==> config.mk <==
export PLATFORM = sky130hd
export DESIGN_NAME = presence_off_delay_table_unit
export DESIGN_NICKNAME = d
export VERILOG_FILES = /design/src/design/podt_pkg.sv /design/src/design/podt_cell.sv /design/src/design/presence_off_delay_table_unit.sv
export SDC_FILE = /design/constraint.sdc
export NUM_CORES = 2
export LEC_CHECK = 0
export BUFFER_PORTS_ARGS = -buffer_cell sky130_fd_sc_hd__buf_2
export CORE_MARGIN = 2
export CORE_UTILIZATION = 62
export DETAILED_ROUTE_END_ITERATION = 6
export PLACE_DENSITY_LB_ADDON = 0.12
export SETUP_SLACK_MARGIN = 0.1
export SYNTH_ARGS = -nofsm -noshare
export SYNTH_HDL_FRONTEND = slang
export SYNTH_HIERARCHICAL = 1
export SYNTH_SLANG_ARGS = --single-unit
==> constraint.sdc <==
create_clock -name clk -period 9 [get_ports clk]
set_input_delay 0.45 -clock clk [delete_from_list [all_inputs] [get_ports clk]]
set_output_delay 0.45 -clock clk [all_outputs]
set_load 0.02 [all_outputs]
==> src/design/podt_pkg.sv <==
// shared types and constants for the presence off-delay table
package podt_pkg;

    localparam int AREA_MAX      = 8;
    localparam int NUM_AREAS_DEF = 8;
    localparam int COUNT_W       = 4;
    localparam int ID_W          = 8;
    localparam int DELAY_W       = 8;
    localparam int TIME_W        = 32;
    localparam int GEN_W         = 32;
    localparam int BUMP_W        = 4;
    localparam int CFG_IDX_W     = 3;
    localparam int CFG_DATA_W    = 64;

    // configuration register indexes
    localparam logic [CFG_IDX_W-1:0] REG_ENABLED    = 3'd0;
    localparam logic [CFG_IDX_W-1:0] REG_AREA_COUNT = 3'd1;
    localparam logic [CFG_IDX_W-1:0] REG_ID_VALID   = 3'd2;
    localparam logic [CFG_IDX_W-1:0] REG_AREA_IDS   = 3'd3;
    localparam logic [CFG_IDX_W-1:0] REG_DELAYS     = 3'd4;

    typedef enum logic [1:0] {
        OP_EVENT = 2'd0,
        OP_TICK  = 2'd1,
        OP_ACK   = 2'd2,
        OP_CLEAR = 2'd3
    } op_t;

    // per-area settings handed to one cell
    typedef struct packed {
        logic               in_use;
        logic               enabled;
        logic               id_valid;
        logic [ID_W-1:0]    id;
        logic [DELAY_W-1:0] delay;
    } area_cfg_t;

    // transaction as it travels down the row of cells
    typedef struct packed {
        op_t                 op;
        logic [ID_W-1:0]     area_id;
        logic                level;
        logic [TIME_W-1:0]   now;
        logic [GEN_W-1:0]    acked;
        logic                hit;
        logic [BUMP_W-1:0]   bumps;
        logic [AREA_MAX-1:0] active_mask;
        logic [AREA_MAX-1:0] known_mask;
        logic [TIME_W-1:0]   due_min;
    } token_t;

endpackage

==> src/design/podt_cell.sv <==
// one area of the off-delay table: holds its state and updates the passing transaction
module podt_cell
    import podt_pkg::*;
#(
    parameter int CELL_IDX = 0
) (
    input  logic      clk,
    input  logic      rst_n,
    input  area_cfg_t cfg,
    input  logic      vld_in,
    input  token_t    tok_in,
    output logic      vld_out,
    output token_t    tok_out
);

    logic              seen_reg, seen_next;
    logic              level_reg, level_next;
    logic              active_reg, active_next;
    logic [TIME_W-1:0] due_reg, due_next;
    logic              vld_out_reg;
    token_t            tok_out_reg, tok_out_next;

    logic              changed;
    logic              bump;
    logic [TIME_W:0]   due_sum;
    logic [TIME_W-1:0] due_sat;

    always_comb
    begin
        seen_next    = seen_reg;
        level_next   = level_reg;
        active_next  = active_reg;
        due_next     = due_reg;
        tok_out_next = tok_in;
        changed      = 1'b0;
        bump         = 1'b0;
        // now + 2 * delay, saturating
        due_sum = {1'b0, tok_in.now} + (TIME_W+1)'({cfg.delay, 1'b0});
        due_sat = due_sum[TIME_W] ? {TIME_W{1'b1}} : due_sum[TIME_W-1:0];

        if (vld_in)
        begin
            case (tok_in.op)
                OP_EVENT:
                begin
                    // lowest matching area takes the event
                    if (cfg.in_use && cfg.id_valid && cfg.id == tok_in.area_id && !tok_in.hit)
                    begin
                        tok_out_next.hit = 1'b1;
                        seen_next  = 1'b1;
                        level_next = tok_in.level;
                        if (tok_in.level)
                        begin
                            due_next = '0;
                            if (!active_reg)
                            begin
                                active_next = 1'b1;
                                changed     = 1'b1;
                            end
                        end
                        else if (active_reg && cfg.delay == '0)
                        begin
                            active_next = 1'b0;
                            due_next    = '0;
                            changed     = 1'b1;
                        end
                        else if (active_reg)
                        begin
                            due_next = due_sat;
                        end
                        else
                        begin
                            due_next = '0;
                        end
                        if (!seen_reg)
                        begin
                            changed = 1'b1;
                        end
                        bump = changed && cfg.enabled;
                    end
                end
                OP_TICK:
                begin
                    if (cfg.in_use && active_reg && !level_reg && due_reg != '0
                        && tok_in.now >= due_reg)
                    begin
                        active_next = 1'b0;
                        due_next    = '0;
                        bump        = cfg.enabled;
                    end
                end
                OP_ACK:
                begin
                end
                OP_CLEAR:
                begin
                    seen_next   = 1'b0;
                    level_next  = 1'b0;
                    active_next = 1'b0;
                    due_next    = '0;
                end
                default:
                begin
                end
            endcase
        end

        tok_out_next.bumps = tok_in.bumps + BUMP_W'(bump);
        if (cfg.in_use)
        begin
            tok_out_next.active_mask[CELL_IDX] = active_next;
            tok_out_next.known_mask[CELL_IDX]  = seen_next;
            if (due_next != '0 && (tok_in.due_min == '0 || due_next < tok_in.due_min))
            begin
                tok_out_next.due_min = due_next;
            end
        end
    end

    always_ff @(posedge clk or negedge rst_n)
    begin
        if (!rst_n)
        begin
            seen_reg    <= 1'b0;
            level_reg   <= 1'b0;
            active_reg  <= 1'b0;
            due_reg     <= '0;
            vld_out_reg <= 1'b0;
        end
        else
        begin
            seen_reg    <= seen_next;
            level_reg   <= level_next;
            active_reg  <= active_next;
            due_reg     <= due_next;
            vld_out_reg <= vld_in;
        end
    end

    always_ff @(posedge clk)
    begin
        tok_out_reg <= tok_out_next;
    end

    assign vld_out = vld_out_reg;
    assign tok_out = tok_out_reg;

endmodule

==> src/design/presence_off_delay_table_unit.sv <==
// top level of the presence off-delay table
//
// Input channel (in_valid / in_stall) carries one operation per transaction:
// a detector event, a time tick, a publish acknowledge or a reset of all areas.
// Output channel (out_valid / out_stall) returns one result per input
// transaction, in order, with the masks, pending flags, next publish time,
// generation and payload length taken after the operation.
// Each transaction walks a row of NUM_AREAS cells, one cell per cycle, and
// each cell updates its own area as the transaction passes. One transaction
// is in the row at a time, so the block takes no new transaction until the
// result of the last one is in the output register. in_stall stays high
// from acceptance until the result is in the output register; a stalled
// result holds there and keeps the next one waiting in the final stage.
// Configuration writes (cfg_write, cfg_index, cfg_data) take effect at once;
// the user must make them only while the block is idle, which the block
// itself does not enforce.
// Reset clears all area state, the pending flag, the generation counter and
// every configuration register.
module presence_off_delay_table_unit
    import podt_pkg::*;
#(
    parameter int NUM_AREAS = NUM_AREAS_DEF
) (
    input  logic                  clk,
    input  logic                  rst_n,
    input  logic                  cfg_write,
    input  logic [CFG_IDX_W-1:0]  cfg_index,
    input  logic [CFG_DATA_W-1:0] cfg_data,
    input  logic                  in_valid,
    output logic                  in_stall,
    input  logic [1:0]            op,
    input  logic [ID_W-1:0]       event_area_id,
    input  logic                  event_level,
    input  logic [TIME_W-1:0]     now,
    input  logic [GEN_W-1:0]      acked_generation,
    output logic                  out_valid,
    input  logic                  out_stall,
    output logic                  hit,
    output logic [AREA_MAX-1:0]   active_mask,
    output logic [AREA_MAX-1:0]   known_mask,
    output logic                  pending,
    output logic                  publish_due,
    output logic [TIME_W-1:0]     next_publish_time,
    output logic [GEN_W-1:0]      generation,
    output logic [COUNT_W-1:0]    payload_length
);

    localparam logic [COUNT_W-1:0] AREAS_W = COUNT_W'(NUM_AREAS);

    // configuration
    logic                      enabled_reg;
    logic [COUNT_W-1:0]        area_count_reg;
    logic [AREA_MAX-1:0]       id_valid_reg;
    logic [CFG_DATA_W-1:0]     area_ids_reg;
    logic [CFG_DATA_W-1:0]     delays_reg;
    logic [COUNT_W-1:0]        count_eff;

    // control
    logic                      busy_reg;
    logic                      launch_vld_reg;
    token_t                    launch_tok_reg;
    logic                      fin_vld_reg;
    token_t                    fin_tok_reg;
    logic                      pending_reg, pending_next;
    logic [GEN_W-1:0]          gen_reg, gen_next;
    logic                      accept;
    logic                      load;
    logic                      live;
    logic [TIME_W-1:0]         start_time;
    logic [TIME_W-1:0]         next_time;

    // output register
    logic                      out_valid_reg;
    logic                      hit_reg;
    logic [AREA_MAX-1:0]       active_mask_reg;
    logic [AREA_MAX-1:0]       known_mask_reg;
    logic                      pending_out_reg;
    logic                      publish_due_reg;
    logic [TIME_W-1:0]         next_time_reg;
    logic [GEN_W-1:0]          gen_out_reg;
    logic [COUNT_W-1:0]        length_reg;

    // row of cells
    logic                      chain_vld [NUM_AREAS+1];
    token_t                    chain_tok [NUM_AREAS+1];
    area_cfg_t                 cell_cfg  [NUM_AREAS];
    logic [NUM_AREAS+1:0]      flight_vec;

    assign count_eff = (area_count_reg > AREAS_W) ? AREAS_W : area_count_reg;
    assign accept    = in_valid && !in_stall;
    assign in_stall  = busy_reg;
    assign load      = fin_vld_reg && (!out_valid_reg || !out_stall);

    always_ff @(posedge clk or negedge rst_n)
    begin
        if (!rst_n)
        begin
            enabled_reg    <= 1'b0;
            area_count_reg <= '0;
            id_valid_reg   <= '0;
            area_ids_reg   <= '0;
            delays_reg     <= '0;
        end
        else if (cfg_write)
        begin
            case (cfg_index)
                REG_ENABLED:    enabled_reg    <= cfg_data[0];
                REG_AREA_COUNT: area_count_reg <= cfg_data[COUNT_W-1:0];
                REG_ID_VALID:   id_valid_reg   <= cfg_data[AREA_MAX-1:0];
                REG_AREA_IDS:   area_ids_reg   <= cfg_data;
                REG_DELAYS:     delays_reg     <= cfg_data;
                default:        ;
            endcase
        end
    end

    // launch stage feeds the first cell
    always_ff @(posedge clk)
    begin
        if (accept)
        begin
            launch_tok_reg.op          <= op_t'(op);
            launch_tok_reg.area_id     <= event_area_id;
            launch_tok_reg.level       <= event_level;
            launch_tok_reg.now         <= now;
            launch_tok_reg.acked       <= acked_generation;
            launch_tok_reg.hit         <= 1'b0;
            launch_tok_reg.bumps       <= '0;
            launch_tok_reg.active_mask <= '0;
            launch_tok_reg.known_mask  <= '0;
            launch_tok_reg.due_min     <= '0;
        end
    end

    assign chain_vld[0] = launch_vld_reg;
    assign chain_tok[0] = launch_tok_reg;

    for (genvar k = 0; k < NUM_AREAS; k++)
    begin : g_cell
        assign cell_cfg[k].in_use   = COUNT_W'(k) < count_eff;
        assign cell_cfg[k].enabled  = enabled_reg;
        assign cell_cfg[k].id_valid = id_valid_reg[k];
        assign cell_cfg[k].id       = area_ids_reg[k*ID_W +: ID_W];
        assign cell_cfg[k].delay    = delays_reg[k*DELAY_W +: DELAY_W];

        podt_cell #(
            .CELL_IDX (k)
        ) u_cell (
            .clk     (clk),
            .rst_n   (rst_n),
            .cfg     (cell_cfg[k]),
            .vld_in  (chain_vld[k]),
            .tok_in  (chain_tok[k]),
            .vld_out (chain_vld[k+1]),
            .tok_out (chain_tok[k+1])
        );

        assign flight_vec[k] = chain_vld[k];
    end

    assign flight_vec[NUM_AREAS]   = chain_vld[NUM_AREAS];
    assign flight_vec[NUM_AREAS+1] = fin_vld_reg;

    always_ff @(posedge clk)
    begin
        if (chain_vld[NUM_AREAS])
        begin
            fin_tok_reg <= chain_tok[NUM_AREAS];
        end
    end

    // final stage: pending, generation and next publish time
    always_comb
    begin
        gen_next     = gen_reg + GEN_W'(fin_tok_reg.bumps);
        pending_next = pending_reg;
        case (fin_tok_reg.op)
            OP_EVENT,
            OP_TICK:
            begin
                pending_next = pending_reg || (fin_tok_reg.bumps != '0);
            end
            OP_ACK:
            begin
                if (fin_tok_reg.acked == gen_reg)
                begin
                    pending_next = 1'b0;
                end
            end
            OP_CLEAR:
            begin
                pending_next = 1'b0;
                gen_next     = gen_reg + GEN_W'(1);
            end
            default:
            begin
            end
        endcase

        live       = enabled_reg && (count_eff != '0);
        start_time = pending_next ? fin_tok_reg.now : '0;
        next_time  = '0;
        if (live)
        begin
            next_time = start_time;
            if (fin_tok_reg.due_min != '0
                && (start_time == '0 || fin_tok_reg.due_min < start_time))
            begin
                next_time = fin_tok_reg.due_min;
            end
        end
    end

    always_ff @(posedge clk or negedge rst_n)
    begin
        if (!rst_n)
        begin
            busy_reg       <= 1'b0;
            launch_vld_reg <= 1'b0;
            fin_vld_reg    <= 1'b0;
            pending_reg    <= 1'b0;
            gen_reg        <= '0;
            out_valid_reg  <= 1'b0;
        end
        else
        begin
            launch_vld_reg <= accept;
            if (accept)
            begin
                busy_reg <= 1'b1;
            end
            else if (load)
            begin
                busy_reg <= 1'b0;
            end
            if (chain_vld[NUM_AREAS])
            begin
                fin_vld_reg <= 1'b1;
            end
            else if (load)
            begin
                fin_vld_reg <= 1'b0;
            end
            if (load)
            begin
                pending_reg   <= pending_next;
                gen_reg       <= gen_next;
                out_valid_reg <= 1'b1;
            end
            else if (!out_stall)
            begin
                out_valid_reg <= 1'b0;
            end
        end
    end

    always_ff @(posedge clk)
    begin
        if (load)
        begin
            hit_reg         <= fin_tok_reg.hit;
            active_mask_reg <= fin_tok_reg.active_mask;
            known_mask_reg  <= fin_tok_reg.known_mask;
            pending_out_reg <= pending_next;
            publish_due_reg <= live && pending_next;
            next_time_reg   <= next_time;
            gen_out_reg     <= gen_next;
            length_reg      <= count_eff;
        end
    end

    assign out_valid         = out_valid_reg;
    assign hit               = hit_reg;
    assign active_mask       = active_mask_reg;
    assign known_mask        = known_mask_reg;
    assign pending           = pending_out_reg;
    assign publish_due       = publish_due_reg;
    assign next_publish_time = next_time_reg;
    assign generation        = gen_out_reg;
    assign payload_length    = length_reg;

    // at most one transaction in the row and final stage
    a_one_in_flight: assert property (@(posedge clk) disable iff (!rst_n)
        $onehot0(flight_vec))
        else $error("more than one transaction in flight");

    // an accepted transaction enters the first cell next cycle
    a_launch: assert property (@(posedge clk) disable iff (!rst_n)
        accept |=> (launch_vld_reg && busy_reg))
        else $error("accepted transaction not launched");

    // anything in flight keeps the input stalled
    a_busy: assert property (@(posedge clk) disable iff (!rst_n)
        ($countones(flight_vec) != 0) |-> busy_reg)
        else $error("transaction in flight while input open");

    // publish due only with pending
    a_due_pending: assert property (@(posedge clk) disable iff (!rst_n)
        (out_valid && publish_due) |-> pending)
        else $error("publish due without pending");

    // masks cover only areas in use
    a_mask_range: assert property (@(posedge clk) disable iff (!rst_n)
        out_valid |-> (((active_mask | known_mask) >> payload_length) == '0))
        else $error("mask bit beyond area count");

endmodule

==> flow_summary.json <==
{
  "outcome": "finished, violations left",
  "violations": "design-rule violations",
  "core_occupancy_in_the_finished_layout_pct": 70.99,
  "endpoint_kind": "flip-flop",
  "largest_register_ffs": 1015,
  "drt-initial-drc-count": 6843,
  "grt_start_max_net_pins": 137,
  "worst_slew_margin_rel_pct": 20.26,
  "post_cts_clock_slew_at_the_launch_and_capture_registers_of_the_worst_setup_and_hold_paths_ns": 0.07,
  "drive_above_1_share_pct": 13.69,
  "intPower_w": 0.01511,
  "detailed_place.area_um2": 83000,
  "ys.warnings.count": 6,
  "share_comb_of_total_power_pct": 18.1,
  "p_switching_w": 0.006943,
  "ctsLongestPathBuffers": 3,
  "worstHoldPathCells": 2,
  "finish.instance_area_um2": 90640,
  "post_cts_resized": 0,
  "drt_pass1_iterations": 7,
  "cellPowerDensity_nw_per_um2": 243.3,
  "row_cnt": 131,
  "grt_first_pass_wirelength_um": 373400,
  "route.antenna.remaining_nets": 0,
  "final.setup.tns_ns": 0,
  "worstHoldPathType": "in2reg",
  "antenna_found_initial": 27,
  "setup_viol": 0,
  "slew_viol_final": 0,
  "p_leak_nw": 39.95,
  "tritoncts": "done",
  "finalNetCount": 8632,
  "clock_power_share_pct": 35.5,
  "tcrit_tclk_final_pct": 85.56,
  "grt_overflow_total": 0,
  "timing_worst_slew_pin_value_ns": 1.186,
  "vias_per_cell": 6.297,
  "number_of_max_cap_violations": 0,
  "timing_worst_setup_path_type": "reg2reg",
  "rsz_0062_raised_after_global_routing": "false",
  "numCtsBuffers": 174,
  "worst_r2r_startpoint": "area_count_reg[2]",
  "cts-hold-fix-buffers": 132,
  "vias": 60783,
  "share_seq_of_total_power_pct": 46.5,
  "clk_root_buffer_cell": "clkbuf_16",
  "finalHoldViolCount": 0,
  "worst_ep_arrival_time_ns": 8.39,
  "post-cts-setup-buffers": 0,
  "core_um2": 127700,
  "r2r_end": "g_cell[2].u_cell/tok_out[15]",
  "crit_path_start_kind": "flip-flop",
  "total_power_w": 0.02206,
  "r2r_cells": 20,
  "synth.avg_cell_area_um2": 10.95,
  "crit_fanout": 19,
  "clock_insertion_delay_worst_skew_ns": 0.87,
  "hpwl_um": 191700,
  "wl_um": 253800,
  "gp_congestion": 1.057,
  "ctsHtreeMaxLevel": 4,
  "die_h_um": 363.1,
  "netlist_area_um2": 79940,
  "dieArea_um2": 131800,
  "start_util_pct": 62.61,
  "wire_per_inst_um": 26.29,
  "post_synth_inst_count": 7299,
  "clock_skew_ns": 0.08363,
  "worst_hold_startpoint": "cfg_data[29]",
  "worst_r2r_setup_slack_ns": 1.30,
  "whs_ns": 0.03744,
  "floorplan.io_pins": 236,
  "power.switching_fraction_pct": 31.48,
  "global_route.usage.total_pct": 37.99,
  "numClockSinks": 1762,
  "required_ns": 9.69,
  "min_delay_worst_endpoint": "delays_reg[29]",
  "synthToLayoutAreaGrowth_pct": 13.39,
  "layout_min_cycle_time_ns": 7.701,
  "max_freq_mhz": 129.9,
  "die_span_in_x_um": 363.1,
  "first_global_vias": 58266,
  "drc": 2,
  "irDropWorstVdd_uv": 206.4,
  "port-buffer-count": 235
}
[through the flow]
stage,setup slack [ns],instances
finish,1.299,9652
global route,0.9633,9643
CTS,1.576,9640
detailed placement,1.660,9178
global placement,1.915,9178
floorplan,4.012,7418
[layout by cell type, fill, tap and decap left out, types with 44 or more instances in the layout]
| master | count |
|---|---|
| dlygate4sd3_1 | 133 |
| buf_2 | 234 |
| mux2_2 | 189 |
| mux2i_1 | 70 |
| nor2_1 | 253 |
| a21oi_1 | 291 |
| dfrtp_1 | 465 |
| nand3_1 | 230 |
| inv_1 | 605 |
| o22ai_1 | 76 |
| nand2b_1 | 52 |
| and3_1 | 44 |
| nor4_1 | 212 |
| o21ai_0 | 354 |
| dfxtp_1 | 1015 |
| conb_1 | 120 |
| a22o_1 | 59 |
| a31oi_1 | 60 |
| nand4_1 | 189 |
| nor2b_1 | 54 |
| a21o_1 | 128 |
| mux2_4 | 177 |
| xnor2_1 | 165 |
| edfxtp_1 | 281 |
| buf_4 | 50 |
| clkbuf_16 | 181 |
| nand2_1 | 559 |
| nor3_1 | 102 |
| xor2_1 | 122 |
| ha_1 | 651 |
[how the worst max path moves through the flow]
stage          cells after the start                    startpoint  slack [ns]                      endpoint
2_1_floorplan                     24  g_cell[3].u_cell/due_reg[30]        4.01   g_cell[3].u_cell/tok_out[0]
6_report                          20             area_count_reg[2]        1.30  g_cell[2].u_cell/tok_out[15]
4_1_cts                           21             area_count_reg[2]        1.58  g_cell[2].u_cell/tok_out[15]
5_1_grt                           20             area_count_reg[2]        0.96  g_cell[2].u_cell/tok_out[15]
3_5_place_dp                      21             area_count_reg[2]        1.66  g_cell[2].u_cell/tok_out[15]
3_3_place_gp                      21             area_count_reg[2]        1.92  g_cell[2].u_cell/tok_out[23]
[routing by layer]
layer  global-route usage (%)  vias up  share of wire [%]
li1                         -    27377                  -
met1                    50.64    29485                 40
met2                    59.64     3253                 45
met3                    8.021      658                9.5
met4                    17.35       10                5.0
met5                        0        -              0.026
[final cells by class]
type | instances | area, um^2
Fill cell | 9199 | 37040
Tap cell | 1662 | 2079
Timing Repair Buffer | 420 | 2933
Sequential cell | 1762 | 40420
Antenna cell | 11 | 27.53
Clock inverter | 88 | 1230
Inverter | 614 | 2307
Multi-Input combinational cell | 4853 | 36590
Clock buffer | 242 | 5059
[power groups by stage]
stage | Combinational, W | Clock [W] | Sequential [W]
CTS | 0.00386 | 0.00785 | 0.0102
global placement | 0.00368 | 0 | 0.0103
detailed placement | 0.00377 | 0 | 0.0104
finish | 0.00398 | 0.00782 | 0.0103
global route | 0.00431 | 0.00820 | 0.0103
floorplan | 0.00261 | 0 | 0.00999
[critical path, stage by stage (launching register included)]
cell       delay (ns)
dfrtp_1          0.45
or2_2            0.39
a21o_1           0.42
nand3_1          0.22
or4_1            0.59
a21oi_1          0.55
nand2b_1         0.61
a21oi_1          0.50
inv_1            0.14
ha_1             0.20
a21o_1           0.15
a211o_1          0.28
a21oi_1          0.14
o21ai_0          0.20
a21oi_1          0.24
o211ai_1         0.12
a2111oi_0        0.58
nor2_1           0.25
a21oi_4          0.76
buf_4            0.40
mux2_4           0.33
(Power assumes the default switching activity.)
